<file path="src/rtl/core/rtwa_pkg.sv">
// Shared widths, action codes and the search word carried down the cell chain.
package rtwa_pkg;

  localparam int ENTRIES     = 64;
  localparam int TIME_BITS   = 32;
  localparam int MAC_W       = 48;
  localparam int HOP_W       = 8;
  localparam int LIMIT_W     = 16;
  localparam int ACT_W       = 2;
  localparam int LIMIT_RESET = 30;

  // age compare runs at the wider of the two operands
  localparam int CMP_W = (TIME_BITS > LIMIT_W) ? TIME_BITS : LIMIT_W;

  localparam int IN_BITS  = 2 * MAC_W + HOP_W;
  localparam int IN_W     = ((IN_BITS + 7) / 8) * 8;
  localparam int OUT_BITS = 3 + MAC_W + HOP_W;
  localparam int OUT_W    = ((OUT_BITS + 7) / 8) * 8;

  typedef enum logic [ACT_W-1:0] {
    ACT_ADD    = 2'd0,
    ACT_LOOKUP = 2'd1,
    ACT_FRESH  = 2'd2,
    ACT_TICK   = 2'd3
  } act_t;

  // word passed from cell to cell; done marks that a cell already handled it
  typedef struct packed {
    logic             vld;
    act_t             action;
    logic [MAC_W-1:0] dest;
    logic [MAC_W-1:0] nhop;
    logic [HOP_W-1:0] hops;
    logic             done;
    logic             found;
    logic             updated;
    logic [MAC_W-1:0] r_nhop;
    logic [HOP_W-1:0] r_hops;
  } tok_t;

endpackage

</file>
<file path="src/rtl/core/rtwa_cell.sv">
// One table entry plus one stage of the search word pipeline.
module rtwa_cell import rtwa_pkg::*; (
  input  logic                 clk,
  input  logic                 rst_n,
  input  logic [TIME_BITS-1:0] now_i,
  input  logic [LIMIT_W-1:0]   limit_i,
  input  tok_t                 tok_i,
  output tok_t                 tok_o
);

  logic                 valid_r;
  logic [MAC_W-1:0]     dest_r;
  logic [MAC_W-1:0]     nhop_r;
  logic [HOP_W-1:0]     hops_r;
  logic [TIME_BITS-1:0] stamp_r;
  tok_t                 tok_r;
  tok_t                 tok_nxt;

  logic                 hit;
  logic                 vacant;
  logic [TIME_BITS-1:0] age;
  logic                 stale;
  logic                 wr_en;
  logic                 claim;

  always_comb begin
    tok_nxt = tok_i;
    hit     = tok_i.vld && !tok_i.done && valid_r && (dest_r == tok_i.dest);
    // valid entries form a prefix, so the first vacant cell ends an add's search
    vacant  = tok_i.vld && !tok_i.done && !valid_r;
    age     = now_i - stamp_r;
    stale   = CMP_W'(age) > CMP_W'(limit_i);
    wr_en   = 1'b0;
    claim   = 1'b0;
    unique case (tok_i.action)
      ACT_ADD: begin
        if (hit) begin
          tok_nxt.done = 1'b1;
          if (tok_i.hops < hops_r) begin
            wr_en           = 1'b1;
            tok_nxt.updated = 1'b1;
          end
        end else if (vacant) begin
          wr_en           = 1'b1;
          claim           = 1'b1;
          tok_nxt.done    = 1'b1;
          tok_nxt.updated = 1'b1;
        end
      end
      ACT_LOOKUP, ACT_FRESH: begin
        if (hit) begin
          tok_nxt.done = 1'b1;
          if (!(tok_i.action == ACT_FRESH && stale)) begin
            tok_nxt.found  = 1'b1;
            tok_nxt.r_nhop = nhop_r;
            tok_nxt.r_hops = hops_r;
          end
        end
      end
      ACT_TICK: begin
      end
    endcase
  end

  always_ff @(posedge clk) begin
    if (!rst_n) begin
      valid_r <= 1'b0;
    end else if (claim) begin
      valid_r <= 1'b1;
    end
  end

  always_ff @(posedge clk) begin
    if (claim) begin
      dest_r <= tok_i.dest;
    end
    if (wr_en) begin
      nhop_r  <= tok_i.nhop;
      hops_r  <= tok_i.hops;
      stamp_r <= now_i;
    end
  end

  always_ff @(posedge clk) begin
    if (!rst_n) begin
      tok_r <= '0;
    end else begin
      tok_r <= tok_nxt;
    end
  end

  assign tok_o = tok_r;

endmodule

</file>
<file path="config.mk">
export PLATFORM = sky130hd
export DESIGN_NAME = rtwa_cell
export DESIGN_NICKNAME = d
export VERILOG_FILES = /design/src/rtl/core/rtwa_pkg.sv /design/src/rtl/core/rtwa_cell.sv
export SDC_FILE = /design/constraint.sdc
export NUM_CORES = 1
export LEC_CHECK = 0
export BUFFER_PORTS_ARGS = -buffer_cell sky130_fd_sc_hd__buf_2
export CAP_MARGIN = 20
export CORE_ASPECT_RATIO = 0.9
export CORE_UTILIZATION = 40
export CTS_CLUSTER_DIAMETER = 120
export DETAILED_ROUTE_END_ITERATION = 8
export GPL_TIMING_DRIVEN = 0
export PLACE_DENSITY = 0.67
export REMOVE_ABC_BUFFERS = 1
export SYNTH_ARGS = -nofsm -noshare
export SYNTH_HDL_FRONTEND = slang
export SYNTH_SLANG_ARGS = --single-unit
</file>
<file path="constraint.sdc">
create_clock -name clk -period 5 [get_ports clk]
set_clock_uncertainty 0.2 [all_clocks]
set_input_delay 0 -clock clk [delete_from_list [all_inputs] [get_ports clk]]
set_output_delay 0 -clock clk [all_outputs]
set_load 0.005 [all_outputs]
</file>
Word level (Yosys, flattened, before mapping)
Index checks and enable logic that the tools add are counted.

storage, ports and cells
  output and inout bits = 166
  logic and storage cells = 49
  bits in registers = 303
  input port bits = 216

operators by class
  $lt $le $gt $ge = 2
  reductions and logical operators = 9
  equal/unequal tests = 3
  add/sub/neg operators = 1
  muxes and demuxes = 19

operators with widths
  operator                                       number
  two-way mux 56 bit                             3
  == test 48 bit                                 1
  > comparator 32 x 16 -> 1 bit                  1
  subtractor 32 bit                              1
  two-way mux 1 bit                              14
  < comparator 8 bit                             1
  logical AND 1 bit                              5
  == test 2 x 1 -> 1 bit, second input constant  1
  == test 2 bit, second input constant           1
  zero test 1 bit                                2
  zero test 2 bit                                1
  two-way mux 2 bit                              1
  one-hot mux 1 bit (2 select lines)             1
  OR reduction 2 bit                             1

Depth between registers and ports, before layout
Gate-level depths: netlist of run 1.

  depth after elaboration = 6
  depth in mapped cells = 22

Least setup slack after synthesis of run 1
No wires, ideal clock.

  kind = input to register
  start point = input port tok_i[163] (netlist name)
  end point = register hops_r[0] (enable)
  slack = -0.172 ns
  data arrival time = 4.520 ns
  data required time = 4.348 ns
  path buffers = 0
  stages = 5
  setup time = 0.452 ns
  cell sequence = inv_1 ha_1 nand2_1 nor2_1 a41o_1

between the ends
  word-level cells in the longest chain between the ends = 2

RTL lines
  item                  line             text
  from (decl)           rtwa_cell.sv:7   input tok_t tok_i,
  zero test 2 bit       rtwa_cell.sv:35  unique case (tok_i.action)
  two-way mux 1 bit     rtwa_cell.sv:35
  via wr_en             rtwa_cell.sv:23  logic wr_en;
  to (signal assigned)  rtwa_cell.sv:79  hops_r <= tok_i.hops;
  to (decl)             rtwa_cell.sv:14  logic [HOP_W-1:0] hops_r;

The timed path passes the listed nets, and every way through them passes these cells.
A chain may end at the register's enable or synchronous reset.

Worst setup path in the final report of run 1
  start point = register stamp_r[1]
  end point = register tok_r, in the netlist tok_o[16]

between the ends
  word-level cells in the longest chain between the ends = 6

RTL lines
  item                           line             text
  from (decl)                    rtwa_cell.sv:15  logic [TIME_BITS-1:0] stamp_r;
  from (signal assigned)         rtwa_cell.sv:80  stamp_r <= now_i;
  subtractor 32 bit              rtwa_cell.sv:31  age = now_i - stamp_r;
  > comparator 32 x 16 -> 1 bit  rtwa_cell.sv:32  stale = CMP_W'(age) > CMP_W'(limit_i);
  logical AND 1 bit              rtwa_cell.sv:53  if (!(tok_i.action == ACT_FRESH && stale)) begin
  two-way mux 56 bit             rtwa_cell.sv:53
  two-way mux 56 bit             rtwa_cell.sv:51  if (hit) begin
  two-way mux 56 bit             rtwa_cell.sv:35
  to (signal assigned)           rtwa_cell.sv:88  tok_r <= tok_nxt;
  to (decl)                      rtwa_cell.sv:16  tok_t tok_r;

Every way passes these cells.

==> results.sh, run 1 <==
export IMPL_status="finished, final reports clean"
export IMPL_start_util_pct=40.99
export IMPL_area_delta_synth_final_pct=58.97
export IMPL_antenna_found_initial=1
export IMPL_ant_nets=0
export IMPL_drv_cap=0
export IMPL_track_usage_pct=24.36
export IMPL_syn_area_per_cell_um2=11.46
export IMPL_core_um2=30180
export IMPL_hold_viol=0
export IMPL_cp_arrival_ns=5.04
export IMPL_dpl_hpwl_um=23060
export IMPL_synth_seq_area_share_pct=60.04
export IMPL_layout_nets=2109
export IMPL_insertion_delay_ns=0.58
export IMPL_power_density_nw_per_um2=296.4
export IMPL_maxSlewViolCount=0
export IMPL_drc=0
export IMPL_ir_drop_v=0.0002558
export IMPL_fp_dieW_um=187.4
export IMPL_dieHeight_um=168.8
export IMPL_worstHoldPathType="primary input to flip-flop"
export IMPL_yosysMostFrequentCell="dfxtp_1"
export IMPL_drt_pass1_iter_count=5
export IMPL_cts_buffer_depth=3
export IMPL_fin_area_um2=19670
export IMPL_grt_pass1_vias=11170
export IMPL_place_congestion=0.8597
export IMPL_period_needed_ns=4.758
export IMPL_path_clk_slew_ns=0.07
export IMPL_ys_flop_type="dfxtp_1"
export IMPL_grt_max_degree=153
export IMPL_rows=60
export IMPL_place_area_um2=14840
export IMPL_cts_buffers=31
export IMPL_fmax_mhz=210.2
export IMPL_crit_chain="inv_1 > ha_1 > nor2b_2 > o2111ai_2 > a21oi_2 > o21ai_2 > a31oi_2 > a21o_1 > a21oi_2 > xnor2_1 > ha_1 > nand4_1 > or3_4 > a31oi_1 > nor3_1 > o211ai_1 > nor4_1 > and4_2 > a41oi_4 > clkbuf_16 > buf_16 > buf_4 > mux2i_2"
export IMPL_async_flop_share_pct=0
export IMPL_yosys_top_cells_area="edfxtp_1 33%, dfxtp_1 27%, ha_1 5.8%, and2_1 5.5%, mux2i_1 4.6%"
export IMPL_slowest_delay_ns=0.38
export IMPL_htree_levels=1
export IMPL_drt_iter0_markers=599
export IMPL_ys_seq_elements=303
export IMPL_die_area_um2=31630
export IMPL_cts_root_buffer="clkbuf_16"
export IMPL_wl_per_cell_um=18.43
export IMPL_start_kind="flip-flop"
export IMPL_vias=11090
export IMPL_grt_pass1_wl_um=60580
export IMPL_finalSetupViolations=0
export IMPL_synth_commonest_cells="167 x dfxtp_1, 148 x nand2_1, 136 x edfxtp_1, 108 x and2_1, 66 x inv_1"
export IMPL_synth_top_area_cell="edfxtp_1"
export IMPL_synth_edf_count=136
export IMPL_path_class="flip-flop to flip-flop"
export IMPL_leakagePower_nw=9.122
export IMPL_slew_headroom_pct=47.46
export IMPL_wirelength_um=41730
export IMPL_worstMarginPinSlew_ns=0.7863
export IMPL_port_buffers=381
export IMPL_synth_cell_area_um2=12370
export IMPL_drive_above_1_share_pct=25.11
export IMPL_slowest_stage="edfxtp_1"
export IMPL_ys_types=57
export IMPL_path_max_fanout=5
export IMPL_finish_utilization_pct=65.16
export IMPL_io_pin_count=382
export IMPL_netlist_instances=1079
export IMPL_grt_overflow=0
export IMPL_vias_per_cell=4.899
export IMPL_tritoncts="done"
export IMPL_synth_top_cell_area_share_pct=33.01
export IMPL_setup_worst_path_end_class="flip-flop"
export IMPL_pre_cts_slack_ns=-0.5639
export IMPL_post_route_period_util_pct=95.15
export IMPL_cts_sinks=303
export IMPL_fillerInstances=2165
export IMPL_synth_warnings=0
export IMPL_setup_slack_ns=0.2423
export IMPL_cp_required_ns=5.29
export IMPL_multi_input_area_um2=4618
export IMPL_layout_area_seq_um2=7427
cells in the final DEF (no fill, tap or decap), types with 3 or more instances in the layout:
master	n
buf_2	381
dlygate4sd3_1	358
dfxtp_1	167
nand2_1	148
edfxtp_1	136
and2_1	108
inv_1	66
ha_1	57
xor2_1	55
mux2i_1	54
a21oi_1	41
clkbuf_16	36
nor2_1	32
xnor2_1	15
nor4_1	14
nand4_1	12
o21ai_0	11
clkbuf_1	11
a21o_1	9
o21ai_1	9
buf_4	9
nand3_1	8
a211oi_1	8
clkbuf_8	8
o21a_1	7
or3_1	7
o211ai_1	6
nor3_1	6
o21bai_1	6
nand2b_1	5
a31oi_1	5
a21oi_2	4
buf_16	4
nor2b_1	3
o2111ai_1	3
clkinv_2	3
buf_6	3
buf_12	3
state kept, by name (all words and copies together), names as in the netlist:
name     count
dest_r      48
hops_r       8
stamp_r     32
nhop_r      48
tok_o      166
valid_r      1
final timing paths:
path,startpoint,end,slack [ns],cells after the start
max reg2reg,stamp_r[1],tok_o[16],0.24,23
max,stamp_r[1],tok_o[16],0.24,23
min reg2reg,nhop_r[45],tok_o[53],0.30,2
min,tok_i[130],tok_o[130],0.02,3
final cells by class:
cell class	instances	share of cell area, %
inverter	66	1.260
multi-input combinational	671	23.48
antenna	1	0.01273
tap	403	2.564
sequential	303	37.77
clock buffer	51	4.842
timing repair buffer	762	29.81
clock inverter	7	0.2609
layer usage:
layer	global-route usage [%]	up-vias	share of wire, %
met5	0	-	0
met4	11.45	0	5.2
met3	3.794	123	4.9
met2	44.38	400	52
met1	28.06	5337	38
li1	-	5232	-
metrics by stage:
step	instances	power, mW	TNS (ns)	hold WS (ns)
2_1_floorplan	1040	3.031	-200.56	-0.1011
3_3_place_gp	1824	3.305	-557.52	-0.01138
3_5_place_dp	1832	3.317	-15.27	-0.009992
4_1_cts	2252	5.802	0	0.0001218
5_1_grt	2264	6.043	-0.04488	0.01766
6_report	2264	5.829	0	0.01930
power breakdown:
group	switching [mW]	total, mW	internal (mW)
Clock	0.996	2.30	1.30
Sequential	0.0286	2.71	2.68
Combinational	0.381	0.823	0.442
Total	1.41	5.83	4.42
kinds of logic (layout without fill, tap and decap cells):
| logic type | after synthesis | after routing | share of synthesized area, % |
|---|---|---|---|
| flops | 303 | 303 | 60.04 |
| xor+xnor | 70 | 70 | 4.956 |
| buf+inv | 105 | 886 | 3.419 |
| other cells | 0 | 1 | 0 |
| simple gates | 356 | 356 | 14.31 |
| mux | 57 | 57 | 4.612 |
| fa+ha+maj | 58 | 58 | 5.927 |
| compound gates | 130 | 130 | 6.736 |
critical path: cells and delay by family (launching register included):
kind | cells | cell delay [ns]
AO/OA/AOI/OAI | 9 | 1.66
AND/OR/NAND/NOR | 6 | 1.02
buffers and inverters | 4 | 0.54
adder cells (fa/ha/maj) | 2 | 0.51
flip-flops | 1 | 0.38
multiplexers | 1 | 0.24
XOR/XNOR | 1 | 0.10
what timing repair did:
action | CTS | global route
hold buffers | 357 | 1
buffers inserted | 5 | 8
setup endpoints to repair | 55 | 28
hold endpoints to repair | 327 | 1
cloned | 0 | 3
resized for setup | 6 | 12
pin swaps | 6 | 9
(Power assumes the default switching activity.)
==> run 2: changes to the inputs <==
Settings changed: CTS_BUF_LIST set to sky130_fd_sc_hd__clkbuf_8, PLACE_DENSITY 0.67 to not set, PLACE_DENSITY_LB_ADDON set to 0.25.
==> run 2 against run 1 <==
Effect of this change:
- combinational power hardly changed
- first-iteration DRC count is 6.2% lower
- global-route usage is 0.16 points lower
- largest power group unchanged
- non-clock buffer count is 15 higher
- cell count is 2.3% higher
- critical path type unchanged
- power is 3.2% lower
==> results.sh, run 2 (same netlist as run 1, synthesis figures left out) <==
export IMPL_wl_per_cell_um=16.93
export IMPL_drt_iter0_markers=562
export IMPL_holdWs_ns=0.02159
export IMPL_vias=11080
export IMPL_worstHoldPathType="primary input to flip-flop"
export IMPL_rsz0062_at_grt="false"
export IMPL_finalSetupViolations=0
export IMPL_ir_drop_v=0.0002132
export IMPL_wirelength_um=39240
export IMPL_pwr_share_comb_pct=14.6
export IMPL_cp_required_ns=5.26
export IMPL_core_um2=30180
export IMPL_layout_nets=2142
export IMPL_drt_pass1_iter_count=4
export IMPL_insertion_delay_ns=0.58
export IMPL_io_pin_count=382
export IMPL_period_needed_ns=4.767
export IMPL_cts_buffers=49
export IMPL_antenna_found_initial=5
export IMPL_start_kind="flip-flop"
export IMPL_fmax_mhz=209.8
export IMPL_drc=0
export IMPL_clkPwrFrac_pct=37.4
export IMPL_start_util_pct=40.99
export IMPL_hold_viol=0
export IMPL_htree_levels=2
export IMPL_die_area_um2=31630
export IMPL_r2r_cells=23
export IMPL_p_seq_share_pct=48.0
export IMPL_track_usage_pct=24.21
export IMPL_setup_slack_ns=0.2334
export IMPL_min_delay_path_depth=3
export IMPL_switching_share_pct=24.79
export IMPL_vias_per_cell=4.783
export IMPL_path_class="flip-flop to flip-flop"
export IMPL_grt_pass1_vias=11480
export IMPL_cts_sinks=303
export IMPL_grt_overflow=0
export IMPL_drive_above_1_share_pct=25.20
export IMPL_tritoncts="done"
export IMPL_grt_pass1_wl_um=60200
export IMPL_port_buffers=381
export IMPL_worstMarginPinSlew_ns=0.9213
export IMPL_setup_worst_path_end_class="flip-flop"
export IMPL_layout_common_cells="381 x buf_2, 379 x dlygate4sd3_1, 167 x dfxtp_1"
export IMPL_leakagePower_nw=9.257
export IMPL_layout_commonest_cell="buf_2"
export IMPL_cp_arrival_ns=5.03
export IMPL_slew_headroom_pct=38.43
export IMPL_largest_reg_flops=166
export IMPL_fp_dieW_um=187.4
export IMPL_cts_root_buffer="clkbuf_8"
export IMPL_finish_utilization_pct=65.44
export IMPL_post_route_period_util_pct=95.33
export IMPL_drv_cap=0
export IMPL_status="finished, final reports clean"
export IMPL_pre_cts_slack_ns=-0.2976
export IMPL_path_clk_slew_ns=0.06
export IMPL_p_sw_mw=1.398
export IMPL_maxSlewViolCount=0
export IMPL_grt_max_degree=150
export IMPL_path_max_fanout=17
export IMPL_p_int_mw=4.242
export IMPL_dieHeight_um=168.8
export IMPL_ant_nets=0
export IMPL_rr_startpoint="stamp_r[3]"
export IMPL_power_density_nw_per_um2=285.6
export IMPL_reg2reg_slack_ns=0.23
export IMPL_min_from="tok_i[123]"
export IMPL_setup_tns_ns=0
export IMPL_r2r_end="tok_o[38]"
export IMPL_dpl_hpwl_um=23010
export IMPL_place_congestion=0.8861
export IMPL_cts_buffer_depth=3
export IMPL_area_delta_synth_final_pct=59.63
export IMPL_rows=60
export IMPL_holdPathEnd="tok_o[123]"
run 2: critical path, stage by stage (launching register included):
cell and delay [ns]:
edfxtp_1 0.36, inv_1 0.07, ha_2 0.30, a21o_1 0.18
a21oi_2 0.17, a21oi_2 0.09, o21ai_2 0.17, a31oi_2 0.15
a21o_1 0.22, a21oi_2 0.14, xnor2_1 0.09, ha_1 0.30
nand4_1 0.12, or3_4 0.35, nor2_1 0.15, or3_1 0.12
o211ai_1 0.11, nor4_1 0.19, and4_2 0.30, a41oi_4 0.16
clkbuf_16 0.21, buf_16 0.15, buf_16 0.17, mux2i_2 0.16
run 2: power by group through the flow:
stage          clock, mW  combinational [mW]  sequential (mW)
2_1_floorplan          0               0.260             2.77
3_3_place_gp           0               0.545             2.76
3_5_place_dp           0               0.558             2.76
4_1_cts             2.14               0.801             2.70
5_1_grt             2.28               0.897             2.71
6_report            2.11               0.825             2.71
run 2: worst max-delay path by stage:
stage                     from   endpoint  slack (ns)  depth (start not counted)
finish              stamp_r[3]  tok_o[38]        0.23                         23
CTS                 stamp_r[0]  tok_o[10]        0.01                         20
global placement    stamp_r[1]  tok_o[33]       -6.62                         20
global route        stamp_r[0]  tok_o[14]        0.01                         20
detailed placement  stamp_r[1]  tok_o[10]       -0.30                         23
floorplan           stamp_r[1]   tok_o[0]       -3.25                         20
run 2: cell type report:
cell class | instances | area, µm²
inverters | 66 | 247.7
clock inverters | 34 | 173.9
diodes | 5 | 12.51
flip-flops and latches | 303 | 7427
clock buffers | 58 | 798.3
well taps | 403 | 504.2
fillers | 2184 | 10430
multi-input cells | 671 | 4614
repair buffers | 777 | 5969
run 2: timing repair:
item                       in CTS  in global routing
hold endpoints to repair      331                  0
setup endpoints to repair      45                 43
gates resized for setup         4                 12
hold buffers                  379                  0
cloned                          0                  0
setup buffers                   2                  7
pin swaps                       2                  7
run 2: per-layer routing:
metal | global-route usage (%) | wire (µm) | vias to the layer above
met2 | 43.95 | 20020 | 384
met4 | 12.51 | 1827 | 0
li1 | - | - | 5319
met3 | 4.852 | 2129 | 126
met5 | 0 | 0 | -
met1 | 26.89 | 15260 | 5253
run 2: stage by stage:
step	instance area, µm²	std cells	total power, mW
after floorplan	12200	1040	3.031
after global placement	14610	1824	3.302
after detailed placement	14850	1832	3.315
after CTS	19650	2305	5.649
after global routing	19750	2317	5.885
final	19750	2317	5.640
==> run 3: changes to the inputs <==
Settings changed: CORE_UTILIZATION 40 to 30.
==> run 3 against run 2 <==
Effect of this change:
- cell count rose by 6.9%
- power rose by 3.7%
- first-iteration DRC count rose by 12%
- setup slack improved by 0.016 ns
- sequential power barely moved
- critical endpoint is now tok_o[26]
==> results.sh, run 3 (same netlist as run 1, synthesis figures left out) <==
export IMPL_status="finished, final reports clean"
export IMPL_htree_levels=2
export IMPL_tritoncts="done"
export IMPL_startpoint="stamp_r[1]"
export IMPL_cp_arrival_ns=5.07
export IMPL_met1_usage_pct=21.18
export IMPL_layout_nets=2166
export IMPL_r2r_end="tok_o[26]"
export IMPL_drt_pass1_iter_count=5
export IMPL_fp_dieW_um=216.1
export IMPL_leakagePower_nw=9.406
export IMPL_cp_required_ns=5.32
export IMPL_cts_buffer_depth=3
export IMPL_layout_commonest_cell="dlygate4sd3_1"
export IMPL_rr_startpoint="stamp_r[1]"
export IMPL_worstHoldPathType="primary input to flip-flop"
export IMPL_insertion_delay_ns=0.62
export IMPL_fmax_mhz=210.5
export IMPL_period_needed_ns=4.751
export IMPL_setup_worst_path_end_class="flip-flop"
export IMPL_crit_buf_inv=4
export IMPL_holdWs_ns=0.03666
export IMPL_critPathTopFamily="compound AO/OA/AOI/OAI gates"
export IMPL_grt_overflow=0
export IMPL_rows=70
export IMPL_drt_iter0_markers=629
export IMPL_antenna_found_initial=4
export IMPL_path_max_fanout=16
export IMPL_crit_end="tok_o[26]"
export IMPL_path_class="flip-flop to flip-flop"
export IMPL_stdcell_count=2477
export IMPL_place_congestion=0.8484
export IMPL_maxSlewViolCount=0
export IMPL_grt_busiest_layer="met2"
export IMPL_start_kind="flip-flop"
export IMPL_post_route_period_util_pct=95.02
export IMPL_min_delay_path_depth=3
export IMPL_wl_per_cell_um=15.97
export IMPL_ant_nets=0
export IMPL_finalSetupViolations=0
export IMPL_largest_reg_flops=166
export IMPL_dieHeight_um=194.6
export IMPL_drc=0
export IMPL_worstMarginPinSlew_ns=0.7243
export IMPL_cts_buffers=51
export IMPL_drv_cap=0
export IMPL_cts_root_buffer="clkbuf_8"
export IMPL_slew_headroom_pct=51.27
export IMPL_path_clk_slew_ns=0.07
export IMPL_met2_usage_pct=32.12
export IMPL_dpl_hpwl_um=24630
export IMPL_slowest_delay_ns=0.39
export IMPL_drive_above_1_share_pct=25.80
export IMPL_dp_cells=1968
export IMPL_wirelength_um=39570
export IMPL_core_um2=40640
export IMPL_io_pin_count=382
export IMPL_grt_pass1_wl_um=60580
export IMPL_power_density_nw_per_um2=288.7
export IMPL_reg2reg_slack_ns=0.25
export IMPL_r2r_cells=23
export IMPL_crit_chain="inv_1 > ha_1 > nor2b_2 > o2111ai_2 > a21oi_4 > o21ai_2 > a31oi_2 > a21o_1 > a21oi_2 > xnor2_2 > ha_1 > nand4_1 > or3_4 > a31oi_1 > nor3_1 > o211ai_1 > nor4_1 > and4_1 > a41oi_4 > buf_12 > buf_16 > buf_16 > mux2i_2"
export IMPL_hold_viol=0
export IMPL_ir_drop_v=0.0001718
export IMPL_area_delta_synth_final_pct=63.72
export IMPL_vias_per_cell=4.439
export IMPL_port_buffers=381
export IMPL_vias=11000
export IMPL_grt_max_degree=138
export IMPL_finish_utilization_pct=49.84
export IMPL_globalRouteMet3Util_pct=3.881
export IMPL_layout_common_cells="393 x dlygate4sd3_1, 380 x buf_2, 167 x dfxtp_1"
export IMPL_die_area_um2=42050
export IMPL_cp_depth=23
export IMPL_start_util_pct=30.44
export IMPL_cts_sinks=303
export IMPL_slowest_stage="edfxtp_1"
export IMPL_grt_pass1_vias=11540
export IMPL_track_usage_pct=18.19
[run 3: routing by layer]
metal / vias to the layer above / wire, µm
met5: - / 13
met4: 2 / 1244
met3: 83 / 2110
met2: 334 / 19750
li1: 5365 / -
met1: 5211 / 16450
[run 3: final cells by class]
type	count	area, µm²
fillers	3558	20390
diodes	3	7.507
clock inverters	32	212.7
flip-flops and latches	303	7427
inverters	66	247.7
well taps	540	675.6
clock buffers	63	867.1
repair buffers	799	6193
multi-input cells	671	4622
[run 3: worst min path at each step]
stage / start / endpoint / slack (ns)
final: tok_i[64] / tok_o[64] / 0.04
after global routing: tok_i[46] / tok_o[46] / 0.01
after CTS: tok_i[37] / tok_o[37] / 0.005
after detailed placement: tok_i[85] / nhop_r[18] / -0.01
after global placement: tok_i[96] / nhop_r[29] / -0.01
after floorplan: tok_i[115] / dest_r[0] / -0.10
[run 3: per-stage QoR]
stage	setup WS [ns]	power [mW]	TNS (ns)	area, µm²
floorplan	-3.253	3.031	-200.56	12200
global placement	-7.595	3.310	-634.71	14780
detailed placement	-0.6340	3.321	-25.72	14970
CTS	0.01268	5.908	0	20060
global route	-0.05315	6.130	-0.7841	20250
finish	0.2492	5.847	0	20250
[run 3: worst register-to-register path, stage by stage (launching register included)]
cell and delay (ns):
edfxtp_1 0.39, inv_1 0.07, ha_1 0.21, nor2b_2 0.17, o2111ai_2 0.27, a21oi_4 0.10, o21ai_2 0.18, a31oi_2 0.14
a21o_1 0.21, a21oi_2 0.17, xnor2_2 0.10, ha_1 0.31, nand4_1 0.12, or3_4 0.35, a31oi_1 0.15, nor3_1 0.07
o211ai_1 0.24, nor4_1 0.08, and4_1 0.23, a41oi_4 0.17, buf_12 0.15, buf_16 0.17, buf_16 0.18, mux2i_2 0.23
[run 3: what timing repair did]
item,4_1_cts,5_1_grt
endpoints found under the hold margin,351,0
resized for setup,4,11
buffers inserted,5,11
pin swaps,4,9
hold buffers,393,0
gates cloned,0,2
endpoints found under the setup margin,57,57
[run 3: report_power, final]
part	total, mW	internal [mW]	leakage (nW)	switching [mW]
registers	2.71	2.68	2.63	0.0241
clock network	2.31	1.26	0.630	1.06
logic	0.828	0.459	6.15	0.368
total	5.85	4.40	9.41	1.45
